**config.mk**
```make
export PLATFORM = sky130hd
export DESIGN_NAME = sst_ram
export DESIGN_NICKNAME = d
export VERILOG_FILES = /design/src/sv/sst_ram.sv
export SDC_FILE = /design/constraint.sdc
export NUM_CORES = 1
export LEC_CHECK = 0
export BUFFER_PORTS_ARGS = -buffer_cell sky130_fd_sc_hd__buf_2
export CORE_UTILIZATION = 55
export DETAILED_ROUTE_END_ITERATION = 12
export PLACE_DENSITY = 0.73
export SLEW_MARGIN = 0
export SYNTH_ARGS = -nofsm -noshare
export SYNTH_HDL_FRONTEND = slang
export SYNTH_SLANG_ARGS = --single-unit
```
**constraint.sdc**
```tcl
create_clock -name clock -period 4.8 [get_ports clock]
set_input_delay 0.48 -clock clock [delete_from_list [all_inputs] [get_ports clock]]
set_output_delay 0.48 -clock clock [all_outputs]
set_load 0.01 [all_outputs]
```
**src/sv/sst_ram.sv**
```systemverilog
// Generic single-write, single-read RAM with registered read data.
module sst_ram #(
   parameter int WIDTH = 8,
   parameter int DEPTH = 16
) (
   input  logic                     clock,
   input  logic                     wr_en,
   input  logic [$clog2(DEPTH)-1:0] wr_addr,
   input  logic [WIDTH-1:0]         wr_data,
   input  logic [$clog2(DEPTH)-1:0] rd_addr,
   output logic [WIDTH-1:0]         rd_data
);

   logic [WIDTH-1:0] mem_ff [DEPTH];
   logic [WIDTH-1:0] rd_data_ff;

   always_ff @(posedge clock) begin
      if (wr_en) begin
         mem_ff[wr_addr] <= wr_data;
      end
      rd_data_ff <= mem_ff[rd_addr];
   end

   assign rd_data = rd_data_ff;

endmodule

```
======== After elaboration in Yosys (flattened, before gate mapping) ========
Memory sizes are Yosys's and may differ from the RTL's. A register that Yosys moved wholly into a read port is not among the register bits.
Cells that the tools add are included.
word-level totals
  register bits after elaboration ......... 0
  latch bits .............................. 0
  bits in writable memories ............... 128
  ROM bits ................................ 0
  output and inout bits ................... 8
  word-level logic and storage cells ...... 3
  memories kept ........................... 1
operators by class
  add/sub/neg operators ................... 0
  multiply operators ...................... 0
  div/mod/pow operators ................... 0
  $lt $le $gt $ge ......................... 0
  equal/unequal tests ..................... 0
  shift operators ......................... 0
  mux-type cells .......................... 2
  bitwise logic cells ..................... 0
  reductions and logical operators ........ 0
memory list
  name    words  bits a word  rd ports  clocked after Yosys merged registers in  write ports  RTL line  source
  mem_ff  16     8            1         1                                        1            14        logic [WIDTH-1:0] mem_ff [DEPTH];
operator list
  operator           count
  two-way mux 1 bit  2

======== Logic depth before layout (Yosys ltp) ========
  word-level depth ........................ 2
  gate-level depth with buffers ........... 5

======== Least setup slack after synthesis ========
No wires, ideal clock.
  path type ............................... input-to-reg
  start ................................... input port wr_addr[2]
  end ..................................... memory mem_ff[0][0] (enable)
  setup time .............................. 383 ps
  arrival time ............................ 1590 ps
  required time ........................... 4417 ps
  setup slack ............................. 2827 ps
  stages .................................. 2
  path buffers ............................ 0
  cells stage by stage .................... or3b_2 > nor3_1
RTL lines
  what             RTL line  source
  start, declared  8         input logic [$clog2(DEPTH)-1:0] wr_addr,
  end, declared    14
Straight into the memory's write port.

======== Worst setup path after layout ========
  start ................................... input port wr_addr[2]
  end ..................................... memory mem_ff[0][0] (enable)
Straight into the memory's write port.

==> summary.md <==
| Metric | Value |
|---|---|
| Synthesized instance count | `between 200 and 250` |
| Worst relative slew slack | `a little under a tenth` |
| Final Core Density | `around 67%` |
| IO buf count | `25` |
| Site Rows | `34` |
| Syn_area_per_cell | `about 22 um2` |
| Layout cell share with drive strength beyond 1 | `27.1%` |
| Most common cell after layout, fill and taps aside | `edfxtp_1` |
| DR DRC count | `0` |
| RSZ-0062 raised after global routing | `false` |
| Worst-Margin Slew | `about 1.3 ns` |
| H-tree Lvls | `4` |
| Via count | `between 2000 and 2500` |
| Largest net degree at the start of global routing | `33` |
| Seq cells post-synth | `between 100 and 150` |
| Minimum clock period after layout | `2.05 ns` |
| Cts bufs inserted | `17` |
| Sequential area share after synthesis | `between 70% and 80%` |
| I/O Pins | `26` |
| Syn nets | `~250` |
| Routability cong. | `between 0.7 and 0.8` |
| N_diodes | `0` |
| Initial cell density of the core | `about 58%` |
| Antenna Nets Post-Route | `0` |
| Req. time, crit path | `just under 5 ns` |
| Via density | `between 6 and 7` |
| Die W | `between 90 and 100 um` |
| Overflow after GRT | `0` |
| Endpoints failing hold | `0` |
| CTS sink cnt | `136` |
| VDD IR max | `between 0.2 and 0.3 mV` |
| Crit-path max cell delay | `1.04 ns` |
| CP startpoint kind | `input pin` |
| Setup TNS | `0 ns` |
| Die Span Y | `roughly 100 um` |
| Fmax | `between 0.4 and 0.5 GHz` |
| Mapped Area | `5150 um2` |
| Clock Path Buffers | `2` |
| Hold Crit Class | `input pin to flip-flop` |
| Worst-path clk slew | `0.06 ns` |
| Die ar. | `9750 um2` |
| Core Region | `8890 um2` |
| Critical Path Sink Type | `flip-flop` |
| PD cells | `roughly 470 nW/um2` |
| WP data arrival | `~2.2 ns` |
| Most frequent cells in the layout | `edfxtp_1 (128), buf_2 (25), mux4_2 (18), a22oi_1 (16), clkbuf_16 (16)` |
| Worst Path Max Fanout | `8` |
| Post-CTS Resized | `0` |
| GRT Resource Usage Total | `between 20% and 30%` |
| Number of global-route vias before repair | `approximately 2400` |
| Worst-path cell chain | `buf_2, or3b_2, nor3_1` |
| Pleak | `between 1.5 and 2 nW` |
| Max Clock Skew | `a little under 0.005 ns` |
| CP max-delay cell | `nor3_1` |
| # Max-Cap Violations | `0` |
| Cell variety after synth | `19` |
| Final Non-Filler Cells | `roughly 390` |
| Routed WL per cell | `25.6 um` |
| CTS tree | `yes` |
| Pins over their slew limit | `0` |
| Clk_lat worst skew | `~0.50 ns` |
| Inst Count DP | `353` |
| Total wire length | `9.87 mm` |
| Starting DRT DRC Count | `270` |
| TritonRoute pass-1 iters | `4` |
| Post-CTS Hold Buffers | `0` |
| Final WS setup | `between 2 and 3 ns` |
| Critical path type | `input pin to flip-flop` |
| Area grow syn2layout | `15.8%` |
| Final nets | `282` |
| First-pass GRT wire length | `about 15 mm` |
| Initial antenna violation count | `0` |
| PnR Total Power | `approximately 0.0028 W` |
| Final period util | `between 40% and 50%` |
| Synth warn | `0` |
| Post-DP HPWL | `between 5 and 6 mm` |
| Setup violators final | `0` |
| DP Worst Slack | `roughly 2.3 ns` |
| Status | `finished, final reports clean` |
| Clock Tree Root | `clkbuf_8` |
| Post-CTS setup buffer count | `0` |
## power by group
group          leakage [nW]  switching [W]  internal [W]  total, W
registers              1.22     0.00000868       0.00133   0.00134
logic                 0.478      0.0000700     0.0000474  0.000117
clock network         0.298       0.000458      0.000893   0.00135
total                  2.00       0.000536       0.00227   0.00281
## per-stage QoR
step | instance area (um2) | hold slack [ns]
after floorplan | 5150 | 0.579
after global placement | 5340 | 0.650
after detailed placement | 5340 | 0.656
after CTS | 5960 | 0.335
after global routing | 5960 | 0.347
final | 5960 | 0.358
## kinds of logic (layout without fill, tap and decap cells)
logic type	after synthesis	count (layout)	synth area share (%)
compound gates	16	16	2.33
buf+inv	10	58	1.68
flops	136	136	77.8
mux	32	32	15.0
simple gates	35	35	3.18
## metal layers
metal,GRT usage (%),part of all wire [%]
met2,34.8,48
met1,31.9,41
met5,0,0
met3,5.25,9.3
met4,7.58,1.3
## worst max-delay path: cells and delay by family
family	cells	cell delay [ns]
buffers and inverters	1	0.11
AND/OR/NAND/NOR	2	1.56
## cells in the mapped netlist (all sizes together)
cell type | count | area share (%)
edfxtp | 128 | 75
mux4 | 32 | 15
a22oi | 16 | 2.3
nor2 | 13 | 0.95
nand2 | 9 | 0.66
dfxtp | 8 | 3.1
buf | 7 | 1.1
nor3 | 4 | 0.39
clkdlybuf4s25 | 3 | 0.58
nand2b | 2 | 0.24
nand3b | 2 | 0.29
and2 | 1 | 0.12
and2b | 1 | 0.15
nand3 | 1 | 0.097
nor2b | 1 | 0.12
or3b | 1 | 0.17
## path summary, 6_finish.rpt
check	to	slack, ns	cells after the start	from
setup reg to reg	rd_data[7]$_DFF_P_	3.45	3	mem_ff[8][7]$_DFFE_PP_
setup / recovery	mem_ff[0][0]$_DFFE_PP_	2.75	3	wr_addr[2]
hold / removal	mem_ff[3][3]$_DFFE_PP_	0.36	1	wr_data[3]
hold reg to reg	rd_data[5]$_DFF_P_	0.66	3	mem_ff[14][5]$_DFFE_PP_
## layout make-up
cell class | instances | area, um2
clock inverter | 13 | 200
fill | 554 | 2930
clock buffer | 19 | 422
sequential | 136 | 4000
multi-input combinational | 83 | 1070
tap | 108 | 135
timing repair buffer | 26 | 133
## sequential cells by signal (all words and copies together), names as in the netlist
register	count
mem_ff	128
rd_data	8
Note: power is estimated with default switching activity, not from simulation.
